===== config.mk =====
export PLATFORM = sky130hd
export DESIGN_NAME = priority_schedule_wait_times_unit
export DESIGN_NICKNAME = d
export VERILOG_FILES = /design/src/hw/rtl/prsw_pkg.sv /design/src/hw/rtl/priority_schedule_wait_times_unit.sv /design/src/hw/rtl/prsw_cell.sv /design/src/hw/rtl/prsw_div.sv
export SDC_FILE = /design/constraint.sdc
export NUM_CORES = 2
export LEC_CHECK = 0
export ABC_AREA = 1
export BUFFER_PORTS_ARGS = -buffer_cell sky130_fd_sc_hd__buf_2
export CORE_MARGIN = 2
export CORE_UTILIZATION = 50
export DETAILED_ROUTE_END_ITERATION = 10
export GPL_ROUTABILITY_DRIVEN = 1
export HOLD_SLACK_MARGIN = 0.08
export PLACE_DENSITY_LB_ADDON = 0.08
export SETUP_SLACK_MARGIN = 0.5
export SLEW_MARGIN = 0
export SYNTH_ARGS = -nofsm -noshare
export SYNTH_HDL_FRONTEND = slang
export SYNTH_HIERARCHICAL = 1
export SYNTH_SLANG_ARGS = --single-unit
export TNS_END_PERCENT = 10

===== constraint.sdc =====
create_clock -name i_clk -period 3.7 [get_ports i_clk]
set_input_delay 0.555 -clock i_clk [delete_from_list [all_inputs] [get_ports i_clk]]
set_output_delay 0.555 -clock i_clk [all_outputs]
set_load 0.02 [all_outputs]

===== src/hw/rtl/prsw_pkg.sv =====
// shared types and constants of the priority schedule wait times unit
// no dependencies, used by every rtl module of the block
package prsw_pkg;

    localparam int MAX_PROCS = 16;
    localparam int ID_W      = 8;
    localparam int BURST_W   = 16;
    localparam int PRIO_W    = 8;
    localparam int TIME_W    = 20;
    localparam logic [TIME_W-1:0] TIME_MAX = {TIME_W{1'b1}};

    localparam int CNT_W  = $clog2(MAX_PROCS + 1);
    localparam int SUM_W  = TIME_W + $clog2(MAX_PROCS);
    localparam int DCNT_W = $clog2(SUM_W + 1);

    localparam int IN_TDATA_W  = ((ID_W + BURST_W + PRIO_W + 7) / 8) * 8;
    localparam int OUT_FIELD_W = ID_W + PRIO_W + BURST_W + 3 * TIME_W;
    localparam int OUT_TDATA_W = ((OUT_FIELD_W + 7) / 8) * 8;

    typedef struct packed {
        logic [PRIO_W-1:0]  prio;
        logic [BURST_W-1:0] burst;
        logic [ID_W-1:0]    id;
    } t_entry;

    typedef struct packed {
        logic ins;  // insert the new word at its sorted place
        logic pop;  // shift the whole chain one place toward the head
    } t_cell_ctl;

endpackage


===== src/hw/rtl/priority_schedule_wait_times_unit.sv =====
// load: one word per cycle into a sorted chain of cells, ready only while loading
// after the word with tlast: one result per stored process, one per cycle when the
// output is not stalled; the final result, which also carries the average wait,
// follows the last pop once the bit-serial divider has finished
// synchronous active-low reset empties the chain and returns to loading
module priority_schedule_wait_times_unit (
    input  logic                              i_clk,
    input  logic                              i_rst_n,
    input  logic                              i_s_axis_tvalid,
    output logic                              o_s_axis_tready,
    // process_id, burst_time, priority_req
    input  logic [prsw_pkg::IN_TDATA_W-1:0]   i_s_axis_tdata,
    input  logic                              i_s_axis_tlast,
    output logic                              o_m_axis_tvalid,
    input  logic                              i_m_axis_tready,
    // out_process_id, out_priority, out_burst_time, waiting_time,
    // turnaround_time, average_wait, zero fill
    output logic [prsw_pkg::OUT_TDATA_W-1:0]  o_m_axis_tdata,
    // overflow
    output logic                              o_m_axis_tuser,
    output logic                              o_m_axis_tlast
);

    typedef enum logic [3:0] {
        S_LOAD = 4'b0001,
        S_EMIT = 4'b0010,
        S_DIV  = 4'b0100,
        S_DONE = 4'b1000
    } t_state;

    localparam int N = prsw_pkg::MAX_PROCS;

    t_state                        r_state;
    logic [prsw_pkg::CNT_W-1:0]    r_count;
    logic [prsw_pkg::CNT_W-1:0]    r_nprocs;
    logic                          r_dropped;
    logic [prsw_pkg::TIME_W-1:0]   r_elapsed;
    logic [prsw_pkg::SUM_W-1:0]    r_sum;
    logic                          r_out_valid;
    logic                          r_out_final;

    logic [prsw_pkg::ID_W-1:0]     r_out_id;
    logic [prsw_pkg::PRIO_W-1:0]   r_out_prio;
    logic [prsw_pkg::BURST_W-1:0]  r_out_burst;
    logic [prsw_pkg::TIME_W-1:0]   r_out_wait;
    logic [prsw_pkg::TIME_W-1:0]   r_out_tat;
    logic [prsw_pkg::TIME_W-1:0]   r_out_avg;
    logic                          r_out_ovf;

    prsw_pkg::t_entry              new_entry;
    prsw_pkg::t_cell_ctl           cell_ctl;
    prsw_pkg::t_entry              cell_entry [N];
    logic                          cell_valid [N];
    logic                          cell_take  [N];

    logic                          in_acc;
    logic                          full;
    logic                          pop;
    logic                          last_pop;
    logic [prsw_pkg::TIME_W:0]     tat_raw;
    logic [prsw_pkg::TIME_W-1:0]   n_elapsed;
    logic [prsw_pkg::SUM_W-1:0]    n_sum;
    logic                          div_done;
    logic [prsw_pkg::SUM_W-1:0]    div_quo;

    assign new_entry.id    = i_s_axis_tdata[prsw_pkg::ID_W-1:0];
    assign new_entry.burst = i_s_axis_tdata[prsw_pkg::ID_W +: prsw_pkg::BURST_W];
    assign new_entry.prio  =
        i_s_axis_tdata[prsw_pkg::ID_W + prsw_pkg::BURST_W +: prsw_pkg::PRIO_W];

    assign o_s_axis_tready = (r_state == S_LOAD);
    assign in_acc          = i_s_axis_tvalid && o_s_axis_tready;
    assign full            = (r_count == prsw_pkg::CNT_W'(N));
    assign pop             = (r_state == S_EMIT) && (!r_out_valid || i_m_axis_tready);
    assign last_pop        = pop && (r_count == prsw_pkg::CNT_W'(1));

    assign cell_ctl.ins = in_acc && !full;
    assign cell_ctl.pop = pop;

    // head of the chain is the next process in service order
    always_comb begin
        tat_raw = {1'b0, r_elapsed} + (prsw_pkg::TIME_W + 1)'(cell_entry[0].burst);
        if (tat_raw[prsw_pkg::TIME_W]) begin
            n_elapsed = prsw_pkg::TIME_MAX;
        end else begin
            n_elapsed = tat_raw[prsw_pkg::TIME_W-1:0];
        end
        n_sum = r_sum + prsw_pkg::SUM_W'(r_elapsed);
    end

    for (genvar k = 0; k < N; k++) begin : g_cell
        prsw_pkg::t_entry prev_entry;
        prsw_pkg::t_entry next_entry;
        logic             prev_valid;
        logic             prev_take;
        logic             next_valid;

        if (k == 0) begin : g_head
            assign prev_entry = '0;
            assign prev_valid = 1'b0;
            assign prev_take  = 1'b0;
        end else begin : g_body
            assign prev_entry = cell_entry[k-1];
            assign prev_valid = cell_valid[k-1];
            assign prev_take  = cell_take[k-1];
        end

        if (k == N - 1) begin : g_tail
            assign next_entry = '0;
            assign next_valid = 1'b0;
        end else begin : g_link
            assign next_entry = cell_entry[k+1];
            assign next_valid = cell_valid[k+1];
        end

        prsw_cell u_cell (
            .i_clk        (i_clk),
            .i_rst_n      (i_rst_n),
            .i_ctl        (cell_ctl),
            .i_new_entry  (new_entry),
            .i_prev_entry (prev_entry),
            .i_prev_valid (prev_valid),
            .i_prev_take  (prev_take),
            .i_next_entry (next_entry),
            .i_next_valid (next_valid),
            .o_entry      (cell_entry[k]),
            .o_valid      (cell_valid[k]),
            .o_take       (cell_take[k])
        );
    end

    prsw_div u_div (
        .i_clk      (i_clk),
        .i_rst_n    (i_rst_n),
        .i_start    (last_pop),
        .i_dividend (n_sum),
        .i_divisor  (r_nprocs),
        .o_done     (div_done),
        .o_quotient (div_quo)
    );

    always_ff @(posedge i_clk) begin
        if (!i_rst_n) begin
            r_state     <= S_LOAD;
            r_count     <= '0;
            r_nprocs    <= '0;
            r_dropped   <= 1'b0;
            r_elapsed   <= '0;
            r_sum       <= '0;
            r_out_valid <= 1'b0;
            r_out_final <= 1'b0;
        end else begin
            unique case (r_state)
                S_LOAD: begin
                    if (in_acc) begin
                        if (full) begin
                            r_dropped <= 1'b1;
                        end else begin
                            r_count <= r_count + 1'b1;
                        end
                        if (i_s_axis_tlast) begin
                            r_nprocs  <= full ? r_count : r_count + 1'b1;
                            r_elapsed <= '0;
                            r_sum     <= '0;
                            r_state   <= S_EMIT;
                        end
                    end
                end
                S_EMIT: begin
                    if (pop) begin
                        r_count     <= r_count - 1'b1;
                        r_elapsed   <= n_elapsed;
                        r_sum       <= n_sum;
                        r_out_final <= 1'b0;
                        // the last word waits for the average
                        r_out_valid <= !last_pop;
                        if (last_pop) begin
                            r_state <= S_DIV;
                        end
                    end
                end
                S_DIV: begin
                    if (div_done) begin
                        r_out_valid <= 1'b1;
                        r_out_final <= 1'b1;
                        r_state     <= S_DONE;
                    end
                end
                S_DONE: begin
                    if (r_out_valid && i_m_axis_tready) begin
                        r_out_valid <= 1'b0;
                        r_dropped   <= 1'b0;
                        r_state     <= S_LOAD;
                    end
                end
                default: begin
                    r_state <= S_LOAD;
                end
            endcase
        end
    end

    always_ff @(posedge i_clk) begin
        if (pop) begin
            r_out_id    <= cell_entry[0].id;
            r_out_prio  <= cell_entry[0].prio;
            r_out_burst <= cell_entry[0].burst;
            r_out_wait  <= r_elapsed;
            r_out_tat   <= n_elapsed;
            r_out_avg   <= '0;
            r_out_ovf   <= r_dropped;
        end else if ((r_state == S_DIV) && div_done) begin
            r_out_avg <= div_quo[prsw_pkg::TIME_W-1:0];
        end
    end

    assign o_m_axis_tvalid = r_out_valid;
    assign o_m_axis_tlast  = r_out_final;
    assign o_m_axis_tuser  = r_out_ovf;
    assign o_m_axis_tdata  = {
        {(prsw_pkg::OUT_TDATA_W - prsw_pkg::OUT_FIELD_W){1'b0}},
        r_out_avg, r_out_tat, r_out_wait, r_out_burst, r_out_prio, r_out_id
    };

endmodule


===== src/hw/rtl/prsw_cell.sv =====
// one cell of the sorted insertion chain of the schedule unit
// depends on prsw_pkg for the entry type and control struct
module prsw_cell (
    input  logic                 i_clk,
    input  logic                 i_rst_n,
    input  prsw_pkg::t_cell_ctl  i_ctl,
    input  prsw_pkg::t_entry     i_new_entry,
    input  prsw_pkg::t_entry     i_prev_entry,
    input  logic                 i_prev_valid,
    input  logic                 i_prev_take,
    input  prsw_pkg::t_entry     i_next_entry,
    input  logic                 i_next_valid,
    output prsw_pkg::t_entry     o_entry,
    output logic                 o_valid,
    output logic                 o_take
);

    prsw_pkg::t_entry r_entry;
    logic             r_valid;

    // strict compare keeps equal priorities in load order
    assign o_take  = !r_valid || (r_entry.prio > i_new_entry.prio);
    assign o_entry = r_entry;
    assign o_valid = r_valid;

    always_ff @(posedge i_clk) begin
        if (!i_rst_n) begin
            r_valid <= 1'b0;
        end else if (i_ctl.pop) begin
            r_valid <= i_next_valid;
        end else if (i_ctl.ins) begin
            if (i_prev_take) begin
                r_valid <= i_prev_valid;
            end else if (o_take) begin
                r_valid <= 1'b1;
            end
        end
    end

    always_ff @(posedge i_clk) begin
        if (i_ctl.pop) begin
            r_entry <= i_next_entry;
        end else if (i_ctl.ins) begin
            if (i_prev_take) begin
                r_entry <= i_prev_entry;
            end else if (o_take) begin
                r_entry <= i_new_entry;
            end
        end
    end

endmodule


===== src/hw/rtl/prsw_div.sv =====
// restoring divider, one quotient bit per cycle, for the average wait
// depends on prsw_pkg for the sum and count widths
module prsw_div (
    input  logic                        i_clk,
    input  logic                        i_rst_n,
    input  logic                        i_start,
    input  logic [prsw_pkg::SUM_W-1:0]  i_dividend,
    input  logic [prsw_pkg::CNT_W-1:0]  i_divisor,
    output logic                        o_done,
    output logic [prsw_pkg::SUM_W-1:0]  o_quotient
);

    logic                         r_busy;
    logic                         r_done;
    logic [prsw_pkg::DCNT_W-1:0]  r_cnt;
    logic [prsw_pkg::CNT_W-1:0]   r_rem;
    logic [prsw_pkg::CNT_W-1:0]   r_dsr;
    logic [prsw_pkg::SUM_W-1:0]   r_quo;
    logic [prsw_pkg::CNT_W:0]     trial;
    logic                         q_bit;
    logic [prsw_pkg::CNT_W-1:0]   n_rem;

    always_comb begin
        trial = {r_rem, r_quo[prsw_pkg::SUM_W-1]};
        q_bit = (trial >= {1'b0, r_dsr});
        if (q_bit) begin
            n_rem = prsw_pkg::CNT_W'(trial - {1'b0, r_dsr});
        end else begin
            n_rem = trial[prsw_pkg::CNT_W-1:0];
        end
    end

    always_ff @(posedge i_clk) begin
        if (!i_rst_n) begin
            r_busy <= 1'b0;
            r_done <= 1'b0;
            r_cnt  <= '0;
        end else begin
            r_done <= 1'b0;
            if (i_start) begin
                r_busy <= 1'b1;
                r_cnt  <= prsw_pkg::DCNT_W'(prsw_pkg::SUM_W);
            end else if (r_busy) begin
                r_cnt <= r_cnt - 1'b1;
                if (r_cnt == prsw_pkg::DCNT_W'(1)) begin
                    r_busy <= 1'b0;
                    r_done <= 1'b1;
                end
            end
        end
    end

    always_ff @(posedge i_clk) begin
        if (i_start) begin
            r_rem <= '0;
            r_dsr <= i_divisor;
            r_quo <= i_dividend;
        end else if (r_busy) begin
            r_rem <= n_rem;
            r_quo <= {r_quo[prsw_pkg::SUM_W-2:0], q_bit};
        end
    end

    assign o_done     = r_done;
    assign o_quotient = r_quo;

endmodule


# [Word level (Yosys, flattened, before mapping)]
# Cells that the tools add are included.
[word_totals] register_bits=723
[classes] n_eq_ne=14 n_mux=160 reduce_logical=90 bitwise=2 add_sub_neg=6 n_lt_le_gt_ge=17
[ops] op="32-bit 2-to-1 mux" count=61
[ops] op="8-bit > comparator" count=16
[ops] op="24-bit 2-to-1 mux" count=5
[ops] op="20-bit 2-to-1 mux" count=4
[ops] op="1-bit 2-to-1 mux" count=71
[ops] op="24-bit one-hot mux with 2 select lines" count=1
[ops] op="3-bit nonzero test" count=15
[ops] op="20-bit one-hot mux with 2 select lines" count=1
[ops] op="2-bit AND reduction" count=16
[ops] op="5-bit 2-to-1 mux" count=6
[ops] op="24-bit by 20-bit adder with 24-bit output" count=1
[ops] op="4-bit 2-to-1 mux" count=6
[ops] op="20-bit by 16-bit adder with 21-bit output" count=1
[ops] op="1-bit logical NOT" count=19
[ops] op="1-bit logical OR" count=17
[ops] op="4-bit one-hot mux with 4 select lines" count=1
[ops] op="2-bit nonzero test" count=7
[ops] op="4-bit AND reduction" count=3
[ops] op="5-bit by 1-bit equality test with 1-bit output (second input constant)" count=2
[ops] op="5-bit one-hot mux with 2 select lines" count=1
[ops] op="5-bit by 1-bit subtractor with 5-bit output (second input constant)" count=2
[ops] op="3-bit AND reduction" count=3
[ops] op="2-bit by 1-bit inequality test with 1-bit output (second input constant)" count=4
[ops] op="6-bit by 5-bit >= comparator with 1-bit output" count=1
[ops] op="other kinds (15)" count=25

# [Logic depth before layout (Yosys ltp)]
[logic_depth] word_depth=7 depth_mapped=17

# [Hierarchy]
# The synthesis kept the hierarchy.
[by_module_without_submodules] module="prsw_cell" area_each_um2=1905.6 cells_each=218 seq_area_each_um2=980.9 n_inst=16
[by_module_without_submodules] module="priority_schedule_wait_times_unit" area_each_um2=8180.3 cells_each=1003 seq_area_each_um2=3813.7 n_inst=1
[by_module_without_submodules] module="prsw_div" area_each_um2=1945.6 cells_each=218 seq_area_each_um2=1111.1 n_inst=1

# [Least setup slack after synthesis]
# No wires, ideal clock.
[synth_path] path_kind="input to register" start="input port i_m_axis_tready" end="register g_cell[10].u_cell.r_entry, in the netlist g_cell[10].u_cell/o_entry[0] (enable)" t_required_ps=3313 setup_time_ps=387 cell_stages=8 path_buffers=2 path_slack_ps=812 arrival_ps=2502 path_cell_list="inv_1 > a21oi_4 > buf_6 > buf_6 > nor2_8 > nand3_1 > nand2_1 > inv_1"
[synth_rtl] item="start, declared" line="priority_schedule_wait_times_unit.sv:15" text="input logic i_m_axis_tready,"
[synth_rtl] item="end signal, assigned" line="prsw_cell.sv:42" text="r_entry <= i_next_entry;"
[synth_rtl] item="end signal, assigned" line="prsw_cell.sv:45" text="r_entry <= i_prev_entry;"
[synth_rtl] item="end signal, assigned" line="prsw_cell.sv:47" text="r_entry <= i_new_entry;"
[synth_rtl] item="end, declared" line="prsw_cell.sv:18" text="prsw_pkg::t_entry r_entry;"

# [Worst setup path in the final report]
[layout_path] start="register g_cell[0].u_cell.r_entry, in the netlist g_cell[0].u_cell/o_entry[8]" end="register r_out_tat[0] (netlist bit), data pin"
[layout_via] elab_chain_cells=2
[layout_lines] item="start, declared" line="prsw_cell.sv:18"
[layout_lines] item="start signal, assigned" line="prsw_cell.sv:42"
[layout_lines] item="start signal, assigned" line="prsw_cell.sv:45"
[layout_lines] item="start signal, assigned" line="prsw_cell.sv:47"
[layout_lines] item="20-bit by 16-bit adder with 21-bit output" line="priority_schedule_wait_times_unit.sv:82" text="tat_raw = {1'b0, r_elapsed} + (prsw_pkg::TIME_W + 1)'(cell_entry[0].burst);"
[layout_lines] item="20-bit 2-to-1 mux" line="priority_schedule_wait_times_unit.sv:83" text="if (tat_raw[prsw_pkg::TIME_W]) begin"
[layout_lines] item="named net n_elapsed, one bit" line="priority_schedule_wait_times_unit.sv:61" text="logic [prsw_pkg::TIME_W-1:0] n_elapsed;"
[layout_lines] item="end signal, assigned" line="priority_schedule_wait_times_unit.sv:209" text="r_out_tat <= n_elapsed;"
[layout_lines] item="end, declared" line="priority_schedule_wait_times_unit.sv:46" text="logic [prsw_pkg::TIME_W-1:0] r_out_tat;"
# The timed path passes the listed nets, and every way through them passes these cells.
# A chain may end at the register's enable or synchronous reset.

==> results by group <==
Placement
  • Placed cells: 5823
  • Post-Place Worst Slack: 0.497 ns
  • GP Congestion: 0.920
  • Area post-placement: 0.0424 sq mm
  • Dpl hpwl: 81700 microns
  • PortBufs: 132

STA
  • Slew headroom: 0.539
  • Period utilization: 0.733
  • Final number of hold-violating endpoints: 0
  • Final-report setup violation count: 0
  • Clock skew: 0.0298 ns
  • Fmax: 369 MHz
  • Hold WS: 0.170 ns
  • Tmin final: 2.71 ns
  • Unrepaired setup endpoints after global routing: no
  • Slew Limit Fails: 0
  • Setup tns final: 0 ns
  • Min setup slack post-route: 0.987 ns
  • Slew of the pin with the lowest slew margin: 0.690 ns

Critical path
  • CP arrival: 3.07 ns
  • Worst Path Buf+Inv: 1
  • Critical path's slowest cell: edfxtp_1
  • Largest stage delay, worst path: 0.46 ns
  • Worst endpoint required time: 4.06 ns
  • CP delay by family, top: simple AND/OR/NAND/NOR gates
  • CP endpoint kind: flip-flop
  • Worst setup SP type: flip-flop
  • Worst Setup Path Type: reg -> reg
  • Crit-path max FO: 7
  • Cell mode on critical path: nand2_1
  • Worst-path cell chain: ha_1 > fa_1 > nand2_1 > nand3_1 > nand2_1 > nor3_4 > nor2_4 > inv_1 > or2_2

Routing
  • DR vias/cell: 5.56
  • Detail Route Antenna Nets: 0
  • Drt initial violations: 2865
  • Routed len/inst: 19.1 microns
  • Post-route DRC: 0
  • Vias post-DR: 33200
  • Total wire length: 114000 microns
  • First drt pass iteration count: 5

Layout
  • Synth-to-layout area growth: 10.7%
  • Fillers: 7412
  • Final instance area: 0.0450 sq mm
  • Ratio of cells with drive above 1 in the final layout: 0.0902
  • Finished Core Util: 0.559
  • Fin nets: 5063
  • Fin cells: 5971
  • N_diodes: 0

Flow run
  • Total of max-cap violations: 0

Worst hold path
  • Class of the worst hold path: in -> reg

Yosys
  • Post-Syn Area per Cell: 8.63 sq um
  • Syn. warnings: 6
  • Post-Synthesis Cells: 4708
  • Mapped Area: 0.0406 sq mm

Floorplan
  • Io pins: 137
  • Starting Density: 0.505
  • Die height: 289 microns
  • Core ar.: 0.0804 sq mm
  • Row count: 104
  • Die Wd: 289 microns
  • Die area: 0.0835 sq mm

CTS
  • Clk_lat worst skew: 0.63 ns
  • Clock Sinks: 723
  • Max clock buf depth: 3
  • Clk slew on worst S/H paths: 0.06 ns
  • TritonCTS clock tree: built
  • H-Tree Depth: 3
  • CTS resizes: 0
  • Root Driver: clkbuf_16
  • Total CTS buffers: 84
  • Post-CTS Setup Repair Bufs: 0
  • CTS Hold Bufs: 0

GRT
  • Vias in the first global route: 31900
  • Grt ovf: 0
  • Total track usage: 0.271
  • First-pass GRT wire length: 180000 microns
  • Initial antenna violation count: 0
  • Pin count of the biggest net entering global routing: 113

Pwr
  • VDD IR-drop max: 0.000360 V
  • Leak: 19.3 nW
  • Power Dens Cells: 508 mW/mm^2
  • Tot Pwr: 22.8 mW

Status
  • Status: completed
cell type report:
type | instances | area [sq um] | share of cell area
Timing Repair Buffer | 224 | 1540 | 0.0342
Clock buffer | 128 | 2390 | 0.0531
Clock inverter | 20 | 180 | 0.00401
Multi-Input combinational cell | 3429 | 17500 | 0.388
Tap cell | 1060 | 1330 | 0.0295
Inverter | 387 | 1450 | 0.0323
Sequential cell | 723 | 20600 | 0.459
placed cells by master (no fill, tap or decap), types with 8 or more instances in the layout:
cell type  count
nand2_1     1520
nand3_1     1017
edfxtp_1     614
inv_1        364
ha_1         174
nor2_1       141
buf_2        132
a21oi_1      115
o211ai_1     114
dfxtp_1      109
clkbuf_16     86
buf_4         77
conb_1        71
o21ai_0       40
clkbuf_1      34
nand4_1       27
inv_2         23
xor2_1        19
nand2_2       19
o21a_1        17
or2_4         17
a21o_1        16
nor2_8        16
o22ai_1       16
buf_12        15
nor3_1        11
a21oi_2       11
and2_1        10
nand2_4        9
clkinv_1       9
xnor2_1        8
clkbuf_8       8
registers in the layout, summed over array words and instances, names as in the netlist, 16 cells and up:
register / cells
g_cell.u_cell/o_entry: 512
r_sum: 24
u_div/o_quotient: 24
r_elapsed: 20
r_out_avg: 20
r_out_tat: 20
r_out_wait: 20
g_cell.u_cell/o_valid: 16
r_out_burst: 16
path summary, 6_finish.rpt:
| kind | slack [ns] | to | startpoint | cells past startpoint |
|---|---|---|---|---|
| setup reg to reg | 0.99 | r_out_tat[0]$_DFFE_PP_ | g_cell[0].u_cell/o_entry[8]$_DFFE_PP_ | 9 |
| hold / removal | 0.17 | r_dropped$_SDFFE_PN0P_ | i_m_axis_tready | 2 |
| hold reg to reg | 0.43 | u_div/r_dsr[3]$_DFFE_PP_ | r_nprocs[3]$_SDFFE_PN0P_ | 0 |
| setup / recovery | 0.99 | r_out_tat[0]$_DFFE_PP_ | g_cell[0].u_cell/o_entry[8]$_DFFE_PP_ | 9 |
per-layer routing:
metal,vias to the layer above,global-route usage,routed length [microns]
li1,16200,-,-
met1,15700,0.388,51800
met2,1093,0.433,51800
met3,147,0.0330,7250
met4,0,0.0803,2920
met5,-,0,0
report_power, final:
| part | internal, mW | switching (mW) | leakage [nW] |
|---|---|---|---|
| registers | 10.3 | 0.730 | 6.79 |
| clock network | 4.63 | 3.28 | 1.24 |
| logic | 1.42 | 2.50 | 11.3 |
| total | 16.3 | 6.50 | 19.3 |
Power figures use the tool's default switching activity.
